## src/rtl/core/akf_pkg.sv

```systemverilog
// Package: shared widths, reset constants, register index codes and fixed-point helpers.
package akf_pkg;

  localparam int unsigned DataW = 32;
  localparam int unsigned CfgW  = 31;
  localparam int unsigned CfgIdxW = 2;
  localparam int unsigned FracQ24 = 24;

  localparam logic [CfgW-1:0] TimeStepRst     = 31'd83886;
  localparam logic [CfgW-1:0] AngleNoiseRst   = 31'd16777;
  localparam logic [CfgW-1:0] BiasNoiseRst    = 31'd50332;
  localparam logic [CfgW-1:0] MeasureNoiseRst = 31'd8388608;
  localparam logic signed [DataW-1:0] OneQ24  = 32'sd16777216;

  localparam logic [CfgIdxW-1:0] RegTimeStep     = 2'd0;
  localparam logic [CfgIdxW-1:0] RegAngleNoise   = 2'd1;
  localparam logic [CfgIdxW-1:0] RegBiasNoise    = 2'd2;
  localparam logic [CfgIdxW-1:0] RegMeasureNoise = 2'd3;

  // Divider: 56-bit magnitude dividend (<= 2^31 * 2^24 = 2^55), 33-bit divisor, 56-bit quotient.
  localparam int unsigned DivNumW = 56;
  localparam int unsigned DivDenW = 33;
  localparam int unsigned DivCntW = 6;

  // Multiplier operand is 34 bits signed to cover |a| <= 2^32.
  localparam int unsigned MulAW = 34;
  localparam int unsigned MulPW = 66;
  // Shifted product plus a 32-bit addend, before saturation.
  localparam int unsigned SumW = MulPW - FracQ24 + 1;

  typedef struct packed {
    logic start;
    logic signed [DivNumW:0] num;   // signed numerator * 2^24
    logic [DivDenW-1:0] den;        // positive denominator
  } div_req_t;

  typedef struct packed {
    logic done;
    logic signed [DataW-1:0] gain;  // clamped quotient
  } div_rsp_t;

  function automatic logic signed [DataW-1:0] sat32(input logic signed [SumW-1:0] x);
    logic signed [SumW-1:0] hi;
    logic signed [SumW-1:0] lo;
    hi = SumW'(64'sd2147483647);
    lo = SumW'(-64'sd2147483648);
    if (x > hi) return 32'sh7fffffff;
    if (x < lo) return 32'sh80000000;
    return x[DataW-1:0];
  endfunction

endpackage

```

## src/rtl/core/akf_mul.sv

```systemverilog
// Shared multiplier: one signed 34x32 Q8.24 product with round-half-up, registered.
module akf_mul (
  input  logic clk,
  input  logic signed [akf_pkg::MulAW-1:0] a,
  input  logic signed [akf_pkg::DataW-1:0] b,
  output logic signed [akf_pkg::SumW-1:0] q
);
  logic signed [akf_pkg::MulPW-1:0] prod;
  logic signed [akf_pkg::MulPW-1:0] rnd;

  always_comb begin
    prod = akf_pkg::MulPW'(a) * akf_pkg::MulPW'(b);
    rnd  = prod + akf_pkg::MulPW'(64'sd8388608);
  end

  // Arithmetic shift is floor division; |product| <= 2^63 keeps the result in 40 bits.
  always_ff @(posedge clk) begin
    q <= akf_pkg::SumW'(rnd >>> akf_pkg::FracQ24);
  end
endmodule

```

## config.mk

```make
export PLATFORM = sky130hd
export DESIGN_NAME = akf_mul
export DESIGN_NICKNAME = d
export VERILOG_FILES = /design/src/rtl/core/akf_pkg.sv /design/src/rtl/core/akf_mul.sv
export SDC_FILE = /design/constraint.sdc
export NUM_CORES = 2
export LEC_CHECK = 0
export BUFFER_PORTS_ARGS = -buffer_cell sky130_fd_sc_hd__buf_2
export CORE_MARGIN = 10
export CORE_UTILIZATION = 35
export CTS_BUF_LIST = sky130_fd_sc_hd__clkbuf_4 sky130_fd_sc_hd__clkbuf_8
export CTS_CLUSTER_DIAMETER = 30
export DETAILED_ROUTE_END_ITERATION = 7
export HOLD_SLACK_MARGIN = 0.08
export PLACE_DENSITY_LB_ADDON = 0.3
export SLEW_MARGIN = 40
export SYNTH_ARGS = -nofsm -noshare
export SYNTH_HDL_FRONTEND = slang
export SYNTH_SLANG_ARGS = --single-unit
```

## constraint.sdc

```tcl
create_clock -name clk -period 15.98 [get_ports clk]
set_clock_uncertainty 0.05 [all_clocks]
set_input_delay 1.598 -clock clk [delete_from_list [all_inputs] [get_ports clk]]
set_output_delay 1.598 -clock clk [all_outputs]
set_load 0.01 [all_outputs]
```

* Word-level counts from Yosys, hierarchy flattened
Cells that the tools add are included.
** Word-level totals
- Flip-flop bits (word level) :: 42
- Input bits :: 67
- Logic and storage cells :: 3
** Operators by class
- Add/sub/neg operators :: 1
- $mul :: 1
** Operators with widths (count)
- $add 66x25->66 const B :: 1
- $mul 34x32->66 :: 1

* Depth between registers and ports, before layout
- Word-level depth :: 2
- Depth in mapped cells :: 27
- Depth with buffers taken out :: 26

* Least setup slack after synthesis
Ideal clock, no wire load.
- Path type :: input to register
- Start point :: input a[33] (netlist name)
- End point :: register, netlist name q[41]
- Arrival :: 8.941 ns
- Slack :: 6.870 ns
- Cell stages on the path :: 27
- Cell sequence :: clkbuf_1 > nand2_1 > inv_1 > fa_1 > inv_1 > fa_1 > inv_1 > fa_1 > fa_1 > inv_1 > fa_1 > inv_1 > fa_1 > inv_1 > fa_1 > inv_1 > fa_1 > ha_1 > a21o_1 > a21o_1 > a21o_1 > a21o_1 > a21oi_1 > o21ai_0 > or4_1 > nand4_1 > nor3_1
** On the way
- Cells in the longest elaborated chain, start to end :: 2
** Ends and longest elaborated chain
- start, declared :: RTL line akf_mul.sv:4 : input logic signed [akf_pkg::MulAW-1:0] a,
- $mul 34x32->66 :: RTL line akf_mul.sv:12 : prod = akf_pkg::MulPW'(a) * akf_pkg::MulPW'(b);
- $add 66x25->66 :: RTL line akf_mul.sv:13 : rnd = prod + akf_pkg::MulPW'(64'sd8388608);
- via rnd (one bit) :: RTL line akf_mul.sv:9 : logic signed [akf_pkg::MulPW-1:0] rnd;
The timed path passes the listed nets, and every way through them passes these cells.

* Worst setup path after layout
- Start point :: input a[33] (netlist name)
- End point :: register q[33] (netlist name)
** On the way
- Cells in the longest elaborated chain, start to end :: 2
** Ends and longest elaborated chain
- $mul 34x32->66 :: RTL line akf_mul.sv:12
- $add 66x25->66 :: RTL line akf_mul.sv:13
- via rnd (one bit) :: RTL line akf_mul.sv:9
- end signal, assigned :: RTL line akf_mul.sv:18 : q <= akf_pkg::SumW'(rnd >>> akf_pkg::FracQ24);
- end, declared :: RTL line akf_mul.sv:6 : output logic signed [akf_pkg::SumW-1:0] q
The timed path passes the listed nets, and every way through them passes these cells.

==> flow_summary.ini <==
[worst_setup_path]
critical_path_arrival_ns = 9.90
critPathLaunchType = primary input
path_cells = buf_2 > nand2_1 > fa_1 > fa_1 > fa_1 > fa_1 > fa_1 > fa_1 > fa_1 > fa_1 > inv_1 > ha_1 > a21o_1 > a21o_1 > a21oi_1 > nand3_1 > or4_4 > a21o_1 > o21ai_0 > a21oi_1 > o31a_1
setup.worst_path.end_class = flop
cpMostUsedCell = fa_1
worstSetupPathType = in -> reg
path_max_fanout = 32
critPathBufInv = 2
cp.depth = 21
cp_slowest_cell = fa_1
crit_required_ns = 16.21
cp_top_family = adder cells
max_stage_delay_ns = 0.96

[detailed_routing]
ant_nets = 0
routed_wl_um = 102000
route.vias.total = 25800
drt-wirelength-per-cell_um = 19.0
avgViaCountPerCell = 4.81
drt_iter0_drc = 1364
drc = 0
dr.pass1.iters = 5

[synthesis]
synth_top_area_cell = fa_1
avgSynthCellArea_um2 = 9.48
yosys.area.top_type_share_pct = 59.9
syn_area_um2 = 38200
yosys-top-cells-count = 1142 x fa_1, 1039 x inv_1, 549 x and2_1, 535 x nand2_1, 207 x clkbuf_1
synth_edf_count = 0
yosys_warnings = 0
ys.flop_type = dfxtp_1
async_reset_ff_share_pct = 0
synthTopCellsByArea = fa_1 60%, inv_1 10%, and2_1 9.0%
synth.most_common_cell = fa_1
ys_ff_latch = 42
syn_inst = 4027
ys_seq_area_share_pct = 2.20
synth.distinct_cells = 51
syn_nets = 5418

[grt]
grt_pass1_vias = 29700
gr-usage-all-layers_pct = 17.6
antenna_found_initial = 8
overflow = 0
grt_max_degree = 35
grt_first_pass_wirelength_um = 168000

[place]
dp_slack_ns = 5.84
place_congestion = 0.877
dpl.hpwl_um = 82600
portBuffers = 109

[run_status]
status = completed

[final_layout]
reg_top3 = q: 42 flops
area_delta_synth_final_pct = 5.05
utilization_pct = 36.9
drive_gt1_share_pct = 3.86
largest_register_ffs = 42
layout.nets = 5351
fill_cells = 11000
regMostFlops = q

[worst_hold_path]
hold_path_class = reg -> out
hold_path_depth = 1

[die]
fp.dieH_um = 350
row_count = 121
die_width_um = 350
start_util_pct = 35.2
io_pins = 110
core_um2 = 109000
die_area_um2 = 123000

[cts]
post_cts_buffers = 0
cts_buffers = 5
cts_tree = built
h-tree-depth = 2
clk_pin_slew_ns = 0.10
cts-hold-fix-buffers = 0
cts_buffer_depth = 2
cts.sinks = 42
post_cts_resized = 0
clk_root_buffer_cell = clkbuf_8

[sta]
slew_violations = 0
slew_headroom_pct = 40.4
setup_viol = 0
clock.fmax_ghz = 0.103
setup_tns_ns = 0
hold_viol_final = 0
rsz0062_at_grt = no
fin_ws_ns = 6.31
worst_pin_slew_ns = 0.894
fin_crit_ns = 9.67
post-route-period-util_pct = 60.5

[run]
maxCapViolCount = 0
## layout by cell type, fill, tap and decap left out, drive strengths merged, types with 2 or more instances in the layout
cell type and instances:
nor2b 4, a21o 23, or4 3, clkinv 3
nand3 12, a211oi 4, o2111ai 2, nand2 535
and2 549, buf 135, a21oi 61, and3 7
ha 182, o21a 3, xnor2 36, nand4 14
clkbuf 6, nor3 11, o211ai 6, o22ai 2
o21ai 28, xor2 18, a2111oi 3, diode 3
nand2b 9, inv 1039, dfxtp 42, o21bai 6
a311oi 2, o31ai 3, nor2 57, fa 1142
## per-stage QoR
stage	cells	instance area [um^2]	hold WS, ns
6_report	5378	40100	2.35
5_1_grt	5376	40100	2.40
4_1_cts	5371	40000	2.40
3_5_place_dp	5363	39900	1.95
3_3_place_gp	5363	39900	1.95
2_1_floorplan	4027	38200	1.85
## final timing paths
check             slack, ns    end  startpoint
setup / recovery       6.31  q[33]       a[33]
hold / removal         2.35  q[14]       q[14]
## layer usage
| layer | up-vias | global-route usage (%) | wire length (um) |
|---|---|---|---|
| met2 | 537 | 31.9 | 53400 |
| met5 | - | 0 | 34 |
| met3 | 136 | 1.96 | 3820 |
| met1 | 14000 | 21.9 | 41900 |
| li1 | 11200 | - | - |
| met4 | 4 | 4.83 | 2830 |
## cell families after synthesis
family / after synthesis / synth area share (%)
simple gates: 1205 / 15.8
fa+ha+maj: 1324 / 65.9
flops: 42 / 2.20
xor+xnor: 54 / 1.24
compound gates: 153 / 2.55
buf+inv: 1249 / 12.3
## final cells by class
class	count	area (um^2)	share of cell area, %
Antenna cell	3	7.51	0.0187
Clock buffer	6	76.3	0.190
Clock inverter	2	13.8	0.0343
Inverter	1040	3910	9.74
Multi-Input combinational cell	2736	32600	81.4
Sequential cell	42	841	2.10
Tap cell	1414	1770	4.41
Timing Repair Buffer	135	843	2.10
Power is left out: the tool's default activity adds up to more than one toggle a clock period on the data nets, which glitch-free logic cannot reach.
