<file path="src/rtl/core/akf_pkg.sv">
// Package: shared widths, reset constants, register index codes and fixed-point helpers.
package akf_pkg;

  localparam int unsigned DataW = 32;
  localparam int unsigned CfgW  = 31;
  localparam int unsigned CfgIdxW = 2;
  localparam int unsigned FracQ24 = 24;

  localparam logic [CfgW-1:0] TimeStepRst     = 31'd83886;
  localparam logic [CfgW-1:0] AngleNoiseRst   = 31'd16777;
  localparam logic [CfgW-1:0] BiasNoiseRst    = 31'd50332;
  localparam logic [CfgW-1:0] MeasureNoiseRst = 31'd8388608;
  localparam logic signed [DataW-1:0] OneQ24  = 32'sd16777216;

  localparam logic [CfgIdxW-1:0] RegTimeStep     = 2'd0;
  localparam logic [CfgIdxW-1:0] RegAngleNoise   = 2'd1;
  localparam logic [CfgIdxW-1:0] RegBiasNoise    = 2'd2;
  localparam logic [CfgIdxW-1:0] RegMeasureNoise = 2'd3;

  // Divider: 56-bit magnitude dividend (<= 2^31 * 2^24 = 2^55), 33-bit divisor, 56-bit quotient.
  localparam int unsigned DivNumW = 56;
  localparam int unsigned DivDenW = 33;
  localparam int unsigned DivCntW = 6;

  // Multiplier operand is 34 bits signed to cover |a| <= 2^32.
  localparam int unsigned MulAW = 34;
  localparam int unsigned MulPW = 66;
  // Shifted product plus a 32-bit addend, before saturation.
  localparam int unsigned SumW = MulPW - FracQ24 + 1;

  typedef struct packed {
    logic start;
    logic signed [DivNumW:0] num;   // signed numerator * 2^24
    logic [DivDenW-1:0] den;        // positive denominator
  } div_req_t;

  typedef struct packed {
    logic done;
    logic signed [DataW-1:0] gain;  // clamped quotient
  } div_rsp_t;

  function automatic logic signed [DataW-1:0] sat32(input logic signed [SumW-1:0] x);
    logic signed [SumW-1:0] hi;
    logic signed [SumW-1:0] lo;
    hi = SumW'(64'sd2147483647);
    lo = SumW'(-64'sd2147483648);
    if (x > hi) return 32'sh7fffffff;
    if (x < lo) return 32'sh80000000;
    return x[DataW-1:0];
  endfunction

endpackage

</file>
<file path="src/rtl/core/akf_div.sv">
// Gain divider: restoring radix-2, one quotient bit per cycle, truncating toward zero.
module akf_div (
  input  logic clk,
  input  logic rst,
  input  akf_pkg::div_req_t req,
  output akf_pkg::div_rsp_t rsp
);
  logic [akf_pkg::DivNumW-1:0] quo;
  logic [akf_pkg::DivDenW:0]   rem;
  logic [akf_pkg::DivDenW-1:0] den;
  logic neg;
  logic busy;
  logic done;
  logic [akf_pkg::DivCntW-1:0] cnt;
  logic [akf_pkg::DivDenW:0] trial;
  logic [akf_pkg::DivDenW:0] shifted;
  logic [akf_pkg::DivNumW-1:0] mag;
  logic [akf_pkg::DataW-1:0] m;

  always_comb begin
    mag = req.num[akf_pkg::DivNumW] ? akf_pkg::DivNumW'(-req.num)
                                    : req.num[akf_pkg::DivNumW-1:0];
    shifted = {rem[akf_pkg::DivDenW-1:0], quo[akf_pkg::DivNumW-1]};
    trial = shifted - {1'b0, den};
  end

  always_ff @(posedge clk) begin
    if (rst) begin
      busy <= 1'b0;
      done <= 1'b0;
    end else begin
      done <= 1'b0;
      if (req.start) begin
        busy <= 1'b1;
        cnt  <= '0;
      end else if (busy) begin
        cnt <= cnt + 1'b1;
        if (cnt == akf_pkg::DivCntW'(akf_pkg::DivNumW - 1)) begin
          busy <= 1'b0;
          done <= 1'b1;
        end
      end
    end
  end

  always_ff @(posedge clk) begin
    if (req.start) begin
      quo <= mag;
      rem <= '0;
      den <= req.den;
      neg <= req.num[akf_pkg::DivNumW];
    end else if (busy) begin
      if (!trial[akf_pkg::DivDenW]) begin
        rem <= trial;
        quo <= {quo[akf_pkg::DivNumW-2:0], 1'b1};
      end else begin
        rem <= shifted;
        quo <= {quo[akf_pkg::DivNumW-2:0], 1'b0};
      end
    end
  end

  // Clamp magnitude to 2^31-1, then apply the sign.
  always_comb begin
    m = (quo > akf_pkg::DivNumW'(32'h7fffffff)) ? 32'h7fffffff : quo[akf_pkg::DataW-1:0];
    rsp.done = done;
    rsp.gain = neg ? -$signed(m) : $signed(m);
  end
endmodule

</file>
<file path="config.mk">
export PLATFORM = sky130hd
export DESIGN_NAME = akf_div
export DESIGN_NICKNAME = d
export VERILOG_FILES = /design/src/rtl/core/akf_pkg.sv /design/src/rtl/core/akf_div.sv
export SDC_FILE = /design/constraint.sdc
export NUM_CORES = 1
export LEC_CHECK = 0
export BUFFER_PORTS_ARGS = -buffer_cell sky130_fd_sc_hd__buf_2
export CAP_MARGIN = 15
export CORE_ASPECT_RATIO = 0.8
export CORE_MARGIN = 4
export CORE_UTILIZATION = 55
export DETAILED_ROUTE_END_ITERATION = 8
export GPL_TIMING_DRIVEN = 0
export PLACE_DENSITY = 0.88
export SYNTH_ARGS = -nofsm -noshare
export SYNTH_HDL_FRONTEND = slang
export SYNTH_SLANG_ARGS = --single-unit
</file>
<file path="constraint.sdc">
create_clock -name clk -period 9.3 [get_ports clk]
set_clock_uncertainty 0.05 [all_clocks]
set_input_delay 1.86 -clock clk [delete_from_list [all_inputs] [get_ports clk]]
set_output_delay 1.86 -clock clk [all_outputs]
set_load 0.03 [all_outputs]
</file>
**Word level (Yosys, flattened, before mapping)**

Index checks and enable logic that the tools add are counted.

- Word-level logic and storage cells: 30
- Input port bits: 93
- Flip-flop bits (word level): 131
- Output and inout bits: 33

- Eq/ne operators: 1
- Bitwise logic cells: 2
- Multiplexer cells: 12
- Add/subtract/negate cells: 4
- $lt $le $gt $ge: 1
- Reductions and logical operators: 3

Operators by type and width:

| operator | number |
|---|---|
| $mux 56 | 3 |
| $mux 32 | 2 |
| $gt 56x31->1 const B | 1 |
| $neg 56->56 | 1 |
| $sub 34x33->34 | 1 |
| $mux 33 | 1 |
| $neg 32->32 | 1 |
| $add 6x1->6 const B | 1 |
| $eq 6x6->1 const B | 1 |
| $mux 6 | 1 |
| $mux 1 | 5 |
| $reduce_or 3->1 | 1 |
| $not 1->1 | 2 |
| $reduce_and 2->1 | 1 |
| $reduce_bool 2->1 | 1 |

**Logic depth before layout (Yosys ltp)**

Gate-level depths: netlist of run 1.

- Word-level depth: 4
- Gate-level depth with buffers: 16
- Gate-level depth less buffers: 13

**Least setup slack after synthesis of run 1**

No wires, ideal clock.

- Kind: reg-to-output
- Start point: register quo[55] (netlist name)
- End point: output port rsp[28] (netlist name)
- Arrival: 3.989 ns
- Path slack: 3.401 ns
- Data required time: 7.390 ns
- Buffers on the path: 3
- Cell stages (with the launch flop): 17
- Cells stage by stage: edfxtp_1 > nor4_1 > and4_1 > nand4_1 > clkbuf_1 > clkbuf_1 > buf_1 > nor2_1 > ha_1 > nand2_1 > or3_1 > or3_1 > or4_1 > o21a_1 > nor2b_1 > nand2_1 > xnor2_1

RTL lines:

| what | RTL line | text |
|---|---|---|
| from (decl) | akf_div.sv:8 | `logic [akf_pkg::DivNumW-1:0] quo;` |
| from (signal assigned) | akf_div.sv:48 | `quo <= mag;` |
| from (signal assigned) | akf_div.sv:55 | `quo <= {quo[akf_pkg::DivNumW-2:0], 1'b1};` |
| from (signal assigned) | akf_div.sv:58 | `quo <= {quo[akf_pkg::DivNumW-2:0], 1'b0};` |
| to (decl) | akf_div.sv:6 | `output akf_pkg::div_rsp_t rsp` |

==> results of run 1 <==
==> layer usage <==
| layer | share of wire [%] | track usage [%] | vias to the layer above |
|---|---|---|---|
| met5 | 0 | 0 | - |
| met1 | 45 | 36.4 | 4021 |
| met3 | 7.7 | 5.42 | 51 |
| li1 | - | - | 4062 |
| met2 | 45 | 41.0 | 380 |
| met4 | 2.2 | 8.48 | 0 |
==> synth_stat cells (10+ instances only) <==
master | instances | area [um^2]
a21oi_1 | 101 | 505
o31ai_1 | 26 | 195
xor2_1 | 72 | 631
a21o_1 | 14 | 105
nor3_1 | 15 | 75.1
dfxtp_1 | 35 | 701
o21a_1 | 13 | 97.6
o32ai_1 | 10 | 87.6
o21ai_1 | 35 | 175
nand2b_1 | 13 | 81.3
xnor2_1 | 28 | 245
edfxtp_1 | 96 | 2880
clkbuf_1 | 49 | 184
nand2_1 | 50 | 188
a211oi_1 | 29 | 218
nand3_1 | 20 | 100
o21ai_0 | 20 | 100
or4_1 | 11 | 82.6
inv_1 | 46 | 173
mux2i_1 | 29 | 290
ha_1 | 36 | 450
nor2_1 | 142 | 533
==> through the flow <==
step                cells  hold slack, ns  power (mW)  cell area [um^2]
CTS                  1393           0.455        1.91             10700
detailed placement   1361           0.446        1.18             10000
global route         1395           0.478        2.00             10700
floorplan            1020           0.425        1.05              9130
finish               1396           0.455        1.92             10700
global placement     1360           0.441        1.17             10000
==> cells by family (layout without fill, tap and decap cells) <==
group	count (synthesis)	count (layout)
AOI/OAI and AO/OA	304	304
xor gates and xnor gates	100	100
adders and majority gates	37	37
buffers and inverters	104	262
DFF	131	131
muxes	30	30
other	0	3
and+or+nand+nor	314	314
==> power by group through the flow <==
| stage | logic [mW] | clock network [mW] | registers, mW |
|---|---|---|---|
| after floorplan | 0.317 | 0 | 0.736 |
| after global placement | 0.418 | 0 | 0.751 |
| after detailed placement | 0.431 | 0 | 0.752 |
| after CTS | 0.438 | 0.734 | 0.742 |
| after global routing | 0.489 | 0.765 | 0.749 |
| final | 0.444 | 0.731 | 0.744 |
==> layout by cell type, fill, tap and decap left out, types with 15 or more instances in the layout <==
| cell | synthesis | routed |
|---|---|---|
| o31ai_1 | 26 | 26 |
| xor2_1 | 72 | 72 |
| a211oi_1 | 29 | 29 |
| inv_1 | 46 | 45 |
| nor3_1 | 15 | 15 |
| mux2i_1 | 29 | 29 |
| xnor2_1 | 28 | 28 |
| clkbuf_16 | 0 | 20 |
| dfxtp_1 | 35 | 35 |
| o21ai_1 | 35 | 35 |
| edfxtp_1 | 96 | 96 |
| a21oi_1 | 101 | 101 |
| o21ai_0 | 20 | 20 |
| nand2_1 | 50 | 50 |
| ha_1 | 36 | 36 |
| clkbuf_1 | 49 | 49 |
| buf_2 | 2 | 127 |
| nor2_1 | 142 | 142 |
| nand3_1 | 20 | 20 |
==> path summary, 6_finish.rpt <==
| check | startpoint | endpoint | slack, ns | cells past startpoint |
|---|---|---|---|---|
| hold reg to reg | rem[14] | rem[14] | 0.45 | 2 |
| setup reg to reg | rem[3] | rem[29] | 4.99 | 11 |
| hold / removal | rem[14] | rem[14] | 0.45 | 2 |
| setup / recovery | quo[55] | rsp[26] | 2.12 | 17 |
==> state kept, by name (all words and copies together), names as in the netlist <==
signal	cells
quo	56
neg	1
den	33
cnt	6
rem	33
done	1
busy	1
==> layout make-up <==
cell class,count,area (um^2)
fillers,1258,5300
multi-input cells,785,5150
flip-flops and latches,131,3580
repair buffers,126,646
clock buffers,21,514
well taps,215,269
plain buffers,56,216
inverters,48,180
clock inverters,11,141
diodes,3,7.51
==> critical path: stages, from the launching register on <==
cell      delay, ns
edfxtp_1       0.45
nor4_1         0.37
and4_1         0.25
nand4_1        0.21
clkbuf_1       0.33
clkbuf_1       0.31
buf_1          0.32
nor2_1         0.23
ha_1           0.20
nand2_1        0.11
or3_1          0.37
or3_1          0.36
or4_1          0.46
o21a_1         0.26
nand2b_1       0.22
nor2_1         0.13
o32ai_1        0.07
buf_2          0.20
==> flow_summary.json, run 1 <==
{
  "synth_top_family_by_area": "compound AO/OA/AOI/OAI gates",
  "die_x_um": 152,
  "syn-num-nets": 1150,
  "cp.arrival_ns": 5.27,
  "area_delta_synth_final_pct": 17.3,
  "final_max_slew_viol_count": 0,
  "synthFlopType": "edfxtp_1",
  "cts_sinks": 131,
  "wl_per_cell_um": 17.6,
  "clockRootBuffer": "clkbuf_16",
  "first_global_vias": 7975,
  "vias": 8514,
  "vdd_drop_max_uv": 179,
  "postSynth.asyncResetShare_pct": 0,
  "fin_util_pct": 66.9,
  "die-height_um": 123,
  "syn_area_per_cell_um2": 8.95,
  "holdCritPathClass": "reg2reg",
  "grt_max_degree": 36,
  "dp_slack_ns": 2.66,
  "grt_util_all_layers_pct": 26.1,
  "synthCells": 1020,
  "switchingPower_mw": 0.576,
  "path_class": "reg2out",
  "synthXorXnorAreaFrac_pct": 9.59,
  "die_area_um2": 18700,
  "pwr-share-seq_pct": 38.8,
  "gp_congestion": 0.938,
  "place_hpwl_um": 18100,
  "fin_ws_ns": 2.12,
  "status": "finished clean",
  "start_kind": "flip-flop",
  "portBuffers": 125,
  "yosysWarnings": 0,
  "p_int_mw": 1.34,
  "finalSetupViolCount": 0,
  "cts_resized": 0,
  "row_count": 41,
  "totalWireLength_um": 24600,
  "synthMuxAreaShare_pct": 3.30,
  "core_um2": 16000,
  "post_cts_buffers": 0,
  "finalCritPeriodShare_pct": 77.3,
  "drc": 0,
  "cts_hold_buf": 0,
  "clkTransAtPathRegs_ns": 0.06,
  "ios": 126,
  "antenna_found_initial": 2,
  "grt_overflow_total": 0,
  "crit_fanout": 10,
  "netlist_area_um2": 9130,
  "synthAdderAreaFrac_pct": 5.15,
  "synth-edff-count": 96,
  "first_pass_iters": 5,
  "tightest_slew_ns": 0.928,
  "drive_above_1_share_pct": 15.3,
  "htreeDepth": 4,
  "ant_nets": 0,
  "ys_seq_elements": 131,
  "cts_tree": "done",
  "fmax_ghz": 0.139,
  "maxCapViolCount": 0,
  "finalNetCount": 1295,
  "pwr-share-clk_pct": 38.1,
  "cts_buffers": 17,
  "clk_path_buf_depth": 2,
  "p_sw_share_pct": 30.1,
  "critical_path_required_ns": 7.39,
  "synth-simple-area-share_pct": 16.8,
  "avgViaCountPerCell": 6.10,
  "p_per_area_nw_per_um2": 179,
  "fin_crit_ns": 7.18,
  "p_comb_share_pct": 23.1,
  "max_slew_margin_pct": 37.7,
  "hold_viol_final": 0,
  "grt_pass1_wl_um": 39800,
  "endpoint_kind": "primary output",
  "fin_tns_setup_ns": 0,
  "initial_core_util_pct": 57.1,
  "insertion_delay_ns": 0.43,
  "synth_seq_area_share_pct": 39.2,
  "ys_types": 74,
  "rsz0062_at_grt": "false",
  "synth_compound_gate_area_share_pct": 21.6,
  "p_leak_nw": 4.28,
  "dr.first_iter.drc_count": 897
}
Power figures use the tool's default switching activity.
==> inputs of run 2 (changes only) <==
--- a/config.mk
+++ b/config.mk
@@ -5,6 +5,7 @@
 export SDC_FILE = /design/constraint.sdc
 export NUM_CORES = 1
 export LEC_CHECK = 0
+export ABC_AREA = 1
 export BUFFER_PORTS_ARGS = -buffer_cell sky130_fd_sc_hd__buf_2
 export CAP_MARGIN = 15
 export CORE_ASPECT_RATIO = 0.8
@@ -12,7 +13,7 @@
 export CORE_UTILIZATION = 55
 export DETAILED_ROUTE_END_ITERATION = 8
 export GPL_TIMING_DRIVEN = 0
-export PLACE_DENSITY = 0.88
+export PLACE_DENSITY = 0.87
 export SYNTH_ARGS = -nofsm -noshare
 export SYNTH_HDL_FRONTEND = slang
 export SYNTH_SLANG_ARGS = --single-unit
==> constraint.sdc (replaced) <==
create_clock -name clk -period 6.85 [get_ports clk]
set_clock_uncertainty 0.05 [all_clocks]
set_input_delay 1.37 -clock clk [delete_from_list [all_inputs] [get_ports clk]]
set_output_delay 1.37 -clock clk [all_outputs]
set_load 0.03 [all_outputs]
==> flow_summary.json, run 2 <==
{
  "fin_ws_ns": 1.67,
  "post_cts_buffers": 0,
  "die-height_um": 135,
  "holdCritPathClass": "reg2reg",
  "layout_common_cells": "nand2_1 (527), inv_1 (252), nor2_1 (211), nand3_1 (190), buf_2 (140)",
  "grt_max_degree": 40,
  "first_global_vias": 11075,
  "status": "finished clean",
  "p_int_mw": 1.59,
  "r2r_cells": 11,
  "clockRootBuffer": "clkbuf_16",
  "grt_pass1_wl_um": 58900,
  "reg.largest.list": "quo (56), den (33), rem (33)",
  "syn-num-nets": 1850,
  "max_slew_margin_pct": 34.4,
  "largest_reg_flops": 56,
  "vdd_drop_max_uv": 137,
  "regMostFlops": "quo",
  "antenna_found_initial": 0,
  "fin_util_pct": 63.8,
  "yosys-top-cells-count": "nand2_1 (527), inv_1 (253), nor2_1 (211)",
  "netlist.area_leader.share_pct": 26.1,
  "start_kind": "flip-flop",
  "finalSetupViolCount": 0,
  "postSynth.asyncResetShare_pct": 0,
  "fmax_ghz": 0.193,
  "place_inst": 2110,
  "antennaDiodeCount": 0,
  "layout.cells.non_filler": 2142,
  "insertion_delay_ns": 0.44,
  "row_count": 46,
  "cts_hold_buf": 0,
  "gp_congestion": 0.980,
  "p_comb_share_pct": 17.3,
  "path_class": "reg2out",
  "place_area_um2": 12000,
  "r2r_slack_ns": 3.87,
  "tightest_slew_ns": 0.985,
  "drive_above_1_share_pct": 11.1,
  "grt_overflow_total": 0,
  "dr.first_iter.drc_count": 1602,
  "cp.arrival_ns": 3.76,
  "ios": 126,
  "yosys-top-cells-area": "edfxtp_1 (26%), nand2_1 (18%), nand3_1 (8.6%)",
  "yosysTopAreaCell": "edfxtp_1",
  "finalCritPeriodShare_pct": 75.6,
  "portBuffers": 125,
  "core_um2": 19800,
  "holdPathStages": 2,
  "syn_area_per_cell_um2": 6.43,
  "cts_sinks": 131,
  "htreeDepth": 4,
  "endpoint_kind": "primary output",
  "vias": 11881,
  "cts_buffers": 17,
  "synth_seq_area_share_pct": 32.4,
  "ys_types": 39,
  "rsz0062_at_grt": "false",
  "yosysMostFrequentCell": "nand2_1",
  "initial_core_util_pct": 55.8,
  "synthFlopType": "edfxtp_1",
  "pwr-share-clk_pct": 40.8,
  "p_sw_share_pct": 31.3,
  "totalWireLength_um": 37500,
  "die_area_um2": 22400,
  "netlist_area_um2": 11100,
  "drc": 0,
  "critical_path_required_ns": 5.43,
  "p_leak_nw": 6.10,
  "fin_tns_setup_ns": 0,
  "ys_seq_elements": 131,
  "crit_fanout": 10,
  "cts_tree": "done",
  "post-route-cell-area_um2": 12600,
  "ant_nets": 0,
  "synthCells": 1720,
  "place_hpwl_um": 29900,
  "p_per_area_nw_per_um2": 184,
  "final_max_slew_viol_count": 0,
  "switchingPower_mw": 0.726,
  "clk_path_buf_depth": 2,
  "cts_resized": 0,
  "maxCapViolCount": 0,
  "area_delta_synth_final_pct": 14.2,
  "yosysWarnings": 0,
  "die_x_um": 166,
  "power.total_mw": 2.32,
  "dp_slack_ns": 2.18,
  "clkTransAtPathRegs_ns": 0.07,
  "hold_viol_final": 0,
  "mostFrequentLayoutCell": "nand2_1",
  "synth-edff-count": 96,
  "pwr-share-seq_pct": 41.9,
  "fin_crit_ns": 5.18,
  "wl_per_cell_um": 17.5,
  "first_pass_iters": 6,
  "finalNetCount": 1995,
  "hold_ws_ns": 0.421,
  "avgViaCountPerCell": 5.55,
  "grt_util_all_layers_pct": 32.9
}
[run 2: changes by cell type after synthesis, moves of 59 or more]
cell | before | now
inv_1 | 46 | 253
nor2_1 | 142 | 211
o21ai_0 | 20 | 79
a21oi_1 | 101 | 40
nand3_1 | 20 | 190
nand2_1 | 50 | 527
[run 2: per-layer routing]
metal / vias up / wire length [um] / global-route usage (%)
met1: 5443 / 17300 / 49.6
met5: - / 0 / 0
met3: 60 / 3670 / 6.73
met2: 589 / 15800 / 48.3
met4: 0 / 703 / 8.54
li1: 5789 / - / -
[run 2: power groups by stage]
stage / Clock (mW) / Sequential, mW / Combinational (mW)
CTS: 0.945 / 0.968 / 0.392
floorplan: 0 / 0.962 / 0.250
global route: 0.985 / 0.975 / 0.441
finish: 0.947 / 0.972 / 0.400
detailed placement: 0 / 0.984 / 0.389
global placement: 0 / 0.983 / 0.383
[run 2: cell families (layout without fill, tap and decap cells)]
| logic type | Yosys count | in the layout | share of synthesized area (%) |
|---|---|---|---|
| AND/OR/NAND/NOR | 1035 | 1035 | 40.2 |
| buffers and inverters | 305 | 463 | 10.8 |
| AO/OA/AOI/OAI | 145 | 145 | 7.00 |
| flip-flops | 131 | 131 | 32.4 |
| XOR/XNOR | 67 | 67 | 5.31 |
| adder cells (fa/ha/maj) | 37 | 37 | 4.26 |
[run 2: critical path, stage by stage, from the launching register on]
cell      delay (ns)
edfxtp_1        0.39
or2_1           0.25
nor2_1          0.13
nand2_1         0.11
nor2_4          0.21
buf_8           0.20
inv_2           0.08
clkbuf_1        0.26
nor2_1          0.26
ha_1            0.32
inv_1           0.13
nor2_2          0.19
nand2_1         0.13
nor2_1          0.15
xor2_1          0.15
nand2_1         0.06
nand2_1         0.07
buf_2           0.22
[run 2: path summary, 6_finish.rpt]
path / from / end
max: quo[40] / rsp[16]
max reg2reg: den[20] / quo[0]
min: busy / done
min reg2reg: busy / done
[run 2: final cells by class]
| class | instances | area, um^2 |
|---|---|---|
| fill | 1854 | 7180 |
| clock buffer | 17 | 425 |
| clock inverter | 15 | 169 |
| sequential | 131 | 3580 |
| inverter | 256 | 961 |
| tap | 264 | 330 |
| timing repair buffer | 126 | 646 |
| multi-input combinational | 1284 | 6280 |
| buffer | 49 | 229 |
